[src/rtl/core/rcac_pkg.sv]
// ----------------------------------------------------------------------------
// rcac_pkg
// Shared types, codes and lookup functions for the calendar alarm clock.
// ----------------------------------------------------------------------------
package rcac_pkg;

   localparam logic [1:0] OP_TICK    = 2'd0;
   localparam logic [1:0] OP_SET     = 2'd1;
   localparam logic [1:0] OP_ARM     = 2'd2;
   localparam logic [1:0] OP_DISMISS = 2'd3;

   localparam logic CSR_ALARM_HOUR   = 1'b0;
   localparam logic CSR_ALARM_MINUTE = 1'b1;

   localparam logic [4:0]  HOUR_MAX    = 5'd23;
   localparam logic [5:0]  MINUTE_MAX  = 6'd59;
   localparam logic [5:0]  SECOND_MAX  = 6'd59;
   localparam logic [3:0]  MONTH_MAX   = 4'd12;
   localparam logic [3:0]  MONTH_MIN   = 4'd1;
   localparam logic [4:0]  DAY_MIN     = 5'd1;
   localparam logic [15:0] COLON_LIMIT = 16'd300;
   localparam logic [7:0]  COLON_SEG   = 8'h40;

   typedef struct packed {
      logic [1:0] opcode;
      logic [4:0] set_hour;
      logic [5:0] set_minute;
      logic [3:0] set_month;
      logic [4:0] set_day;
   } item_type;

   typedef struct packed {
      logic [4:0] hour;
      logic [5:0] minute;
      logic [5:0] second;
      logic [3:0] month;
      logic [4:0] day;
      logic       armed;
   } time_type;

   localparam time_type RESET_TIME = '{
      hour:   5'd12,
      minute: 6'd0,
      second: 6'd0,
      month:  4'd1,
      day:    5'd1,
      armed:  1'b0
   };

   typedef struct packed {
      logic [7:0] digit0;
      logic [7:0] digit1;
      logic [7:0] colon;
      logic [7:0] digit3;
      logic [7:0] digit4;
   } seg_type;

   function automatic logic [4:0] month_days(input logic [3:0] m);
      logic [4:0] len;
      unique case (m)
         4'd2:                      len = 5'd28;
         4'd4, 4'd6, 4'd9, 4'd11:   len = 5'd30;
         default:                   len = 5'd31;
      endcase
      return len;
   endfunction

   function automatic logic [3:0] tens_of(input logic [5:0] v);
      logic [3:0] t;
      priority if (v >= 6'd60) t = 4'd6;
      else if (v >= 6'd50) t = 4'd5;
      else if (v >= 6'd40) t = 4'd4;
      else if (v >= 6'd30) t = 4'd3;
      else if (v >= 6'd20) t = 4'd2;
      else if (v >= 6'd10) t = 4'd1;
      else t = 4'd0;
      return t;
   endfunction

   function automatic logic [3:0] units_of(input logic [5:0] v);
      logic [5:0] t;
      logic [5:0] rem;
      t   = {2'b00, tens_of(v)};
      rem = v - ((t << 3) + (t << 1));
      return rem[3:0];
   endfunction

   function automatic logic [7:0] seg_code(input logic [3:0] d);
      logic [7:0] s;
      unique case (d)
         4'd0:    s = 8'h3F;
         4'd1:    s = 8'h06;
         4'd2:    s = 8'h5B;
         4'd3:    s = 8'h4F;
         4'd4:    s = 8'h66;
         4'd5:    s = 8'h6D;
         4'd6:    s = 8'h7D;
         4'd7:    s = 8'h07;
         4'd8:    s = 8'h7F;
         4'd9:    s = 8'h6F;
         default: s = 8'h00;
      endcase
      return s;
   endfunction

endpackage

[src/rtl/core/rcac_time.sv]
// ----------------------------------------------------------------------------
// rcac_time
// Time and date counters, set and alarm opcodes, and the next-state view.
// ----------------------------------------------------------------------------
module rcac_time
   import rcac_pkg::*;
#(
   parameter int TICKS_PER_SECOND = 1000
) (
   input  logic       clock,
   input  logic       reset,
   input  logic       advance,
   input  item_type   item,
   input  logic [4:0] alarm_hour,
   input  logic [5:0] alarm_minute,
   output time_type   time_next,
   output logic       ringing_next,
   output logic       colon_on
);

   localparam int MS_W = $clog2(TICKS_PER_SECOND);
   localparam logic [MS_W-1:0] MS_LAST = MS_W'(TICKS_PER_SECOND - 1);

   logic [MS_W-1:0] milli_ff;
   logic [MS_W-1:0] milli_in;
   time_type        clk_ff;
   time_type        clk_in;
   logic            ring_now;
   logic [3:0]      month_set;
   logic [4:0]      len_set;

   always_comb begin
      milli_in  = milli_ff;
      clk_in    = clk_ff;
      ring_now  = clk_ff.armed && (clk_ff.hour == alarm_hour)
                  && (clk_ff.minute == alarm_minute);
      month_set = item.set_month;
      if (month_set < MONTH_MIN) month_set = MONTH_MIN;
      if (month_set > MONTH_MAX) month_set = MONTH_MAX;
      len_set   = month_days(month_set);
      unique case (item.opcode)
         OP_TICK: begin
            if (milli_ff != MS_LAST) begin
               milli_in = milli_ff + 1'b1;
            end else begin
               milli_in = '0;
               if (clk_ff.second != SECOND_MAX) begin
                  clk_in.second = clk_ff.second + 6'd1;
               end else begin
                  clk_in.second = 6'd0;
                  if (clk_ff.minute != MINUTE_MAX) begin
                     clk_in.minute = clk_ff.minute + 6'd1;
                  end else begin
                     clk_in.minute = 6'd0;
                     if (clk_ff.hour != HOUR_MAX) begin
                        clk_in.hour = clk_ff.hour + 5'd1;
                     end else begin
                        clk_in.hour = 5'd0;
                        if (clk_ff.day < month_days(clk_ff.month)) begin
                           clk_in.day = clk_ff.day + 5'd1;
                        end else begin
                           clk_in.day   = DAY_MIN;
                           clk_in.month = (clk_ff.month >= MONTH_MAX) ? MONTH_MIN
                                          : clk_ff.month + 4'd1;
                        end
                     end
                  end
               end
            end
         end
         OP_SET: begin
            clk_in.hour   = (item.set_hour > HOUR_MAX) ? HOUR_MAX : item.set_hour;
            clk_in.minute = (item.set_minute > MINUTE_MAX) ? MINUTE_MAX
                            : item.set_minute;
            clk_in.month  = month_set;
            if (item.set_day < DAY_MIN) begin
               clk_in.day = DAY_MIN;
            end else if (item.set_day > len_set) begin
               clk_in.day = len_set;
            end else begin
               clk_in.day = item.set_day;
            end
         end
         OP_ARM: begin
            clk_in.armed = !clk_ff.armed;
         end
         OP_DISMISS: begin
            if (ring_now) clk_in.armed = 1'b0;
         end
         default: begin
            clk_in = clk_ff;
         end
      endcase
   end

   always_ff @(posedge clock) begin
      if (reset) begin
         milli_ff <= '0;
         clk_ff   <= RESET_TIME;
      end else if (advance) begin
         milli_ff <= milli_in;
         clk_ff   <= clk_in;
      end
   end

   assign time_next    = clk_in;
   assign ringing_next = clk_in.armed && (clk_in.hour == alarm_hour)
                         && (clk_in.minute == alarm_minute);
   assign colon_on     = 16'(milli_in) < COLON_LIMIT;

`ifndef NO_ASSERTIONS
   a_time_range: assert property (@(posedge clock) disable iff (reset)
      (clk_ff.hour <= HOUR_MAX) && (clk_ff.minute <= MINUTE_MAX)
      && (clk_ff.second <= SECOND_MAX) && (clk_ff.month >= MONTH_MIN)
      && (clk_ff.month <= MONTH_MAX) && (milli_ff <= MS_LAST))
      else $error("time counters left their range");
   a_day_range: assert property (@(posedge clock) disable iff (reset)
      (clk_ff.day >= DAY_MIN) && (clk_ff.day <= month_days(clk_ff.month)))
      else $error("day is outside the length of its month");
   a_milli_wrap: assert property (@(posedge clock) disable iff (reset)
      advance && (item.opcode == OP_TICK) && (milli_ff == MS_LAST)
      |=> (milli_ff == '0))
      else $error("millisecond counter did not wrap at the second boundary");
`endif

endmodule

[src/rtl/core/rcac_display.sv]
// ----------------------------------------------------------------------------
// rcac_display
// Seven-segment decode of HH:MM with a blanked leading hour zero and colon.
// ----------------------------------------------------------------------------
module rcac_display
   import rcac_pkg::*;
(
   input  time_type t,
   input  logic     colon_on,
   output seg_type  seg
);

   logic [5:0] hour_wide;

   assign hour_wide = {1'b0, t.hour};

   always_comb begin
      seg.digit0 = (t.hour < 5'd10) ? 8'h00 : seg_code(tens_of(hour_wide));
      seg.digit1 = seg_code(units_of(hour_wide));
      seg.colon  = colon_on ? COLON_SEG : 8'h00;
      seg.digit3 = seg_code(tens_of(t.minute));
      seg.digit4 = seg_code(units_of(t.minute));
   end

endmodule

[src/rtl/core/rtc_calendar_alarm_clock.sv]
// ----------------------------------------------------------------------------
// rtc_calendar_alarm_clock
// Millisecond-driven clock and calendar with a daily alarm and HH:MM display.
//
//   channel   direction   handshake              payload
//   req       in          req_valid, req_stall   opcode and set fields
//   rsp       out         rsp_valid, rsp_stall   time, date, alarm, segments
//   csr       in          csr_write_enable       csr_index, csr_wdata
//
// One item per cycle sustained while rsp_stall is low; each item moves from the
// input register to the result register when the result register is free.
// The counter cascade, set clamping and segment decode all settle combinationally.
// Reset is synchronous and loads 12:00:00 on January 1 with the alarm disarmed.
// A stalled result holds its register; the input register still takes one beat.
// ----------------------------------------------------------------------------
module rtc_calendar_alarm_clock
   import rcac_pkg::*;
#(
   parameter int TICKS_PER_SECOND = 1000
) (
   input  logic       clock,
   input  logic       reset,
   input  logic       req_valid,
   output logic       req_stall,
   input  logic [1:0] req_opcode,
   input  logic [4:0] req_set_hour,
   input  logic [5:0] req_set_minute,
   input  logic [3:0] req_set_month,
   input  logic [4:0] req_set_day,
   output logic       rsp_valid,
   input  logic       rsp_stall,
   output logic [4:0] rsp_cur_hour,
   output logic [5:0] rsp_cur_minute,
   output logic [5:0] rsp_cur_second,
   output logic [3:0] rsp_cur_month,
   output logic [4:0] rsp_cur_day,
   output logic       rsp_ringing,
   output logic       rsp_armed_flag,
   output logic [7:0] rsp_seg_digit0,
   output logic [7:0] rsp_seg_digit1,
   output logic [7:0] rsp_seg_colon,
   output logic [7:0] rsp_seg_digit3,
   output logic [7:0] rsp_seg_digit4,
   input  logic       csr_write_enable,
   input  logic       csr_index,
   input  logic [5:0] csr_wdata
);

   logic       in_valid_ff;
   logic       in_valid_in;
   item_type   in_item_ff;
   logic       rsp_valid_ff;
   logic       rsp_valid_in;
   time_type   rsp_time_ff;
   logic       rsp_ring_ff;
   seg_type    rsp_seg_ff;
   logic [4:0] alarm_hour_ff;
   logic [5:0] alarm_minute_ff;
   logic       advance;
   logic       req_take;
   time_type   time_next;
   logic       ringing_next;
   logic       colon_on;
   seg_type    seg_next;

   assign advance      = in_valid_ff && (!rsp_valid_ff || !rsp_stall);
   assign req_stall    = in_valid_ff && !advance;
   assign req_take     = req_valid && !req_stall;
   assign in_valid_in  = req_take || (in_valid_ff && !advance);
   assign rsp_valid_in = advance || (rsp_valid_ff && rsp_stall);

   always_ff @(posedge clock) begin
      if (reset) begin
         in_valid_ff  <= 1'b0;
         rsp_valid_ff <= 1'b0;
      end else begin
         in_valid_ff  <= in_valid_in;
         rsp_valid_ff <= rsp_valid_in;
      end
   end

   always_ff @(posedge clock) begin
      if (req_take) begin
         in_item_ff <= '{
            opcode:     req_opcode,
            set_hour:   req_set_hour,
            set_minute: req_set_minute,
            set_month:  req_set_month,
            set_day:    req_set_day
         };
      end
   end

   always_ff @(posedge clock) begin
      if (reset) begin
         alarm_hour_ff   <= 5'd0;
         alarm_minute_ff <= 6'd0;
      end else if (csr_write_enable) begin
         unique case (csr_index)
            CSR_ALARM_HOUR:   alarm_hour_ff   <= csr_wdata[4:0];
            CSR_ALARM_MINUTE: alarm_minute_ff <= csr_wdata;
            default:          alarm_hour_ff   <= alarm_hour_ff;
         endcase
      end
   end

   rcac_time #(
      .TICKS_PER_SECOND (TICKS_PER_SECOND)
   ) u_time (
      .clock        (clock),
      .reset        (reset),
      .advance      (advance),
      .item         (in_item_ff),
      .alarm_hour   (alarm_hour_ff),
      .alarm_minute (alarm_minute_ff),
      .time_next    (time_next),
      .ringing_next (ringing_next),
      .colon_on     (colon_on)
   );

   rcac_display u_display (
      .t        (time_next),
      .colon_on (colon_on),
      .seg      (seg_next)
   );

   always_ff @(posedge clock) begin
      if (advance) begin
         rsp_time_ff <= time_next;
         rsp_ring_ff <= ringing_next;
         rsp_seg_ff  <= seg_next;
      end
   end

   assign rsp_valid      = rsp_valid_ff;
   assign rsp_cur_hour   = rsp_time_ff.hour;
   assign rsp_cur_minute = rsp_time_ff.minute;
   assign rsp_cur_second = rsp_time_ff.second;
   assign rsp_cur_month  = rsp_time_ff.month;
   assign rsp_cur_day    = rsp_time_ff.day;
   assign rsp_ringing    = rsp_ring_ff;
   assign rsp_armed_flag = rsp_time_ff.armed;
   assign rsp_seg_digit0 = rsp_seg_ff.digit0;
   assign rsp_seg_digit1 = rsp_seg_ff.digit1;
   assign rsp_seg_colon  = rsp_seg_ff.colon;
   assign rsp_seg_digit3 = rsp_seg_ff.digit3;
   assign rsp_seg_digit4 = rsp_seg_ff.digit4;

`ifndef NO_ASSERTIONS
   a_advance_fills_rsp: assert property (@(posedge clock) disable iff (reset)
      advance |=> rsp_valid_ff)
      else $error("an advancing beat did not reach the result register");
   a_empty_never_stalls: assert property (@(posedge clock) disable iff (reset)
      !in_valid_ff |-> !req_stall)
      else $error("input stalled with an empty input register");
   a_ring_needs_arm: assert property (@(posedge clock) disable iff (reset)
      rsp_valid_ff && rsp_ring_ff |-> rsp_time_ff.armed)
      else $error("result rings while the alarm is disarmed");
`endif

endmodule
[config.mk]
export PLATFORM = sky130hd
export DESIGN_NAME = rtc_calendar_alarm_clock
export DESIGN_NICKNAME = d
export VERILOG_FILES = /design/src/rtl/core/rcac_pkg.sv /design/src/rtl/core/rcac_time.sv /design/src/rtl/core/rcac_display.sv /design/src/rtl/core/rtc_calendar_alarm_clock.sv
export SDC_FILE = /design/constraint.sdc
export NUM_CORES = 1
export LEC_CHECK = 0
export ABC_AREA = 1
export BUFFER_PORTS_ARGS = -buffer_cell sky130_fd_sc_hd__buf_2
export CAP_MARGIN = 20
export CORE_MARGIN = 2
export CORE_UTILIZATION = 62
export CTS_CLUSTER_SIZE = 25
export DETAILED_ROUTE_END_ITERATION = 8
export GPL_TIMING_DRIVEN = 0
export PLACE_DENSITY = 0.83
export SLEW_MARGIN = 5
export SYNTH_ARGS = -nofsm -noshare
export SYNTH_HDL_FRONTEND = slang
export SYNTH_SLANG_ARGS = --single-unit
export TNS_END_PERCENT = 30
[constraint.sdc]
create_clock -name clock -period 6.4 [get_ports clock]
set_input_delay 1.28 -clock clock [delete_from_list [all_inputs] [get_ports clock]]
set_output_delay 1.28 -clock clock [all_outputs]
set_load 0.01 [all_outputs]
==> results.json <==
{
  "status": "completed",
  "cp-start-kind": "register",
  "end_kind": "register",
  "hold_end": "rsp_valid",
  "place_hpwl_mm": 11.81,
  "min_path_cells": 2,
  "synth-seq-cells": 128,
  "worstRegToRegCells": 22,
  "postCtsHoldBufs": 0,
  "synth_top_cells_by_count": "156 x nand2_1, 109 x inv_1, 78 x edfxtp_1, 77 x o21ai_0, 76 x nor2_1",
  "port_buffers": 92,
  "grt_pass1_vias": 5816,
  "tns_ns": 0,
  "p_leak_nw": 3.882,
  "synth.avg_cell_area_um2": 8.355,
  "fin_crit_sh_pct": 64.31,
  "finalSetupViolCount": 0,
  "hold_class": "register to register",
  "cts_root_buf": "clkbuf_16",
  "timing.rr.start": "in_item_ff[20]",
  "drc": 0,
  "dpl_cell_area_mm2": 0.007936,
  "nNetsFinal": 1061,
  "cts_buffer_depth": 2,
  "relSlewSlack_pct": 38.10,
  "syn2layout_area_growth_pct": 16.51,
  "holdWs_ns": 0.5067,
  "setup_ws_ns": 2.284,
  "arrival_ns": 4.41,
  "crit_type": "register to register",
  "clock_latency_ns": 0.43,
  "die_h_um": 112.2,
  "globalRoute.totalOverflow": 0,
  "pwr-share-comb_pct": 20.1,
  "yosysSeqAreaShare_pct": 46.10,
  "postLayoutCoreUtil_pct": 74.00,
  "ios": 104,
  "synth_top_area_share_pct": 32.30,
  "synth_top_area_cell": "edfxtp_1",
  "maxSlewViolCount": 0,
  "final.setup_skew_ns": 0.01004,
  "stdcell_area_mm2": 0.008449,
  "drt-pass1-iter-count": 5,
  "async_flop_share_pct": 0,
  "r2r-end": "rsp_seg_digit4[0]",
  "antenna_left": 0,
  "gp_congestion": 0.9155,
  "cts_resized": 0,
  "synth.most_common_cell": "nand2_1",
  "rsz0062_at_grt": "false",
  "switching_share_pct": 28.88,
  "rows": 39,
  "core_area_mm2": 0.01142,
  "synthesis.area_mm2": 0.007252,
  "cts_setup_buffers": 0,
  "track_usage_pct": 27.83,
  "ys.flop_type": "edfxtp_1",
  "power_frac_seq_pct": 43.0,
  "r2r_slack_ns": 2.28,
  "synthCells": 868,
  "synth_edf_count": 78,
  "max_freq_mhz": 243.0,
  "hp-start": "in_valid_ff",
  "power-per-cell-area_mw_per_mm2": 274.8,
  "synth_area_leaders": "edfxtp_1 32%, dfxtp_1 14%, nand2_1 8.1%",
  "antenna_found_initial": 0,
  "worst_pin_slew_ns": 0.9285,
  "drv_cap": 0,
  "routedWlPerCell_um": 14.78,
  "synth.yosys.warnings": 0,
  "htreeDepth": 4,
  "clk_pin_slew_worst_paths_ns": 0.05,
  "n_antenna_cell": 0,
  "p_sw_mw": 0.6707,
  "routed_wl_mm": 16.93,
  "layout-drive-gt1-share_pct": 19.24,
  "ir_drop_mv": 0.2355,
  "cp_max_fo": 10,
  "cp.required_ns": 6.70,
  "vias_per_cell": 5.517,
  "clkPwrFrac_pct": 36.9,
  "vias": 6322,
  "die_w_um": 112.2,
  "synth_cell_type_count": 47,
  "drtIter0Drc": 576,
  "internal_power_mw": 1.651,
  "dieArea_mm2": 0.01258,
  "initial_core_util_pct": 63.51,
  "grt_pass1_wl_mm": 27.80,
  "grt_max_degree": 66,
  "finalHoldViolCount": 0,
  "pre_cts_ws_ns": 2.357,
  "cts_buffers": 17,
  "cts.sinks": 128,
  "cts_tree": "done",
  "final.min_clock_period_ns": 4.116
}
[metal layers]
| metal | wire, µm | up-vias | track usage [%] | share of wire (%) |
|---|---|---|---|---|
| met4 | 352 | 0 | 11.22 | 2.1 |
| li1 | - | 3113 | - | - |
| met5 | 0 | - | 0 | 0 |
| met2 | 8027 | 283 | 44.58 | 47 |
| met3 | 1301 | 34 | 6.317 | 7.7 |
| met1 | 7252 | 2892 | 36.94 | 43 |
[sequential cells by signal (all words and copies together), names as in the netlist, 7 cells and up]
signal and flops:
rsp_seg_digit3 7, u_time.milli_ff 10, in_item_ff 22, rsp_seg_digit1 7, rsp_seg_digit4 7, u_time.clk_ff 27
[worst max-delay path by stage]
stage	end	startpoint	cells after the start	slack [ns]
after global placement	rsp_armed_flag	rsp_stall	5	1.42
after CTS	rsp_seg_digit4[0]	in_item_ff[20]	22	2.35
after detailed placement	rsp_seg_digit4[0]	in_item_ff[20]	22	2.36
after global routing	rsp_seg_digit4[0]	in_item_ff[20]	22	1.96
final	rsp_seg_digit4[0]	in_item_ff[20]	22	2.28
after floorplan	rsp_armed_flag	rsp_stall	4	2.53
[layout make-up]
cell class / instances / area [µm²]
clock inverters: 2 / 8.758
plain buffers: 30 / 172.7
clock buffers: 30 / 504.2
flip-flops and latches: 128 / 3343
repair buffers: 92 / 460.4
well taps: 143 / 178.9
inverters: 128 / 480.5
fillers: 898 / 2969
multi-input cells: 593 / 3301
[worst max-delay path: stages, from the launching register on]
cell and delay, ns:
edfxtp_1 0.50, nor2_2 0.41, clkbuf_1 0.42, o211ai_1 0.16, nand2_1 0.22, inv_1 0.15, ha_1 0.21, inv_1 0.05
nand3_1 0.07, nand3_1 0.09, nand3_1 0.09, nand2_2 0.10, nand2_4 0.07, nand2_2 0.10, a21oi_4 0.08, ha_1 0.21
or2_2 0.29, nand2_1 0.13, inv_1 0.09, or2_2 0.29, o21ai_0 0.08, nand3_1 0.09, nand2_1 0.08
[power by group through the flow]
stage	clock, mW	sequential [mW]	combinational, mW
2_1_floorplan	0	1.02	0.321
3_3_place_gp	0	1.01	0.442
3_5_place_dp	0	1.01	0.457
4_1_cts	0.862	0.997	0.465
5_1_grt	0.905	1.00	0.533
6_report	0.857	0.997	0.468
[cells by family (layout without fill, tap and decap cells)]
| group | count (synthesis) | in the layout | synth area share [%] |
|---|---|---|---|
| adder cells (fa/ha/maj) | 37 | 37 | 6.384 |
| other | 1 | 12 | 0.05171 |
| AND/OR/NAND/NOR | 344 | 344 | 22.03 |
| XOR/XNOR | 23 | 23 | 2.778 |
| AO/OA/AOI/OAI | 177 | 177 | 13.70 |
| flip-flops | 128 | 128 | 46.10 |
| buffers and inverters | 158 | 282 | 8.954 |
[through the flow]
stage	power [mW]	std cells
floorplan	1.345	879
global placement	1.455	1114
detailed placement	1.470	1114
CTS	2.323	1146
global route	2.441	1146
finish	2.322	1146
[layout by cell type, fill, tap and decap left out, types with 3 or more instances in the layout]
cell         n
ha_1        37
clkbuf_1    22
nand2_2     11
nand3_2      8
nor2_1      76
o221ai_1     5
o211ai_1     9
nand2_1    156
nand4_1      7
a31oi_1      3
buf_2       95
clkbuf_8     3
edfxtp_1    78
nor2_2       6
dfxtp_1     50
clkbuf_16   17
nor4_1       4
buf_4       12
o22ai_1      3
o21ai_0     77
a211oi_1     3
nor2_4       4
inv_2       18
nand3_1     42
xor2_1      21
or2_2        6
nor3_1      16
a21oi_1     63
conb_1      12
o21ai_1      3
inv_1      109
(Power assumes the default switching activity.)
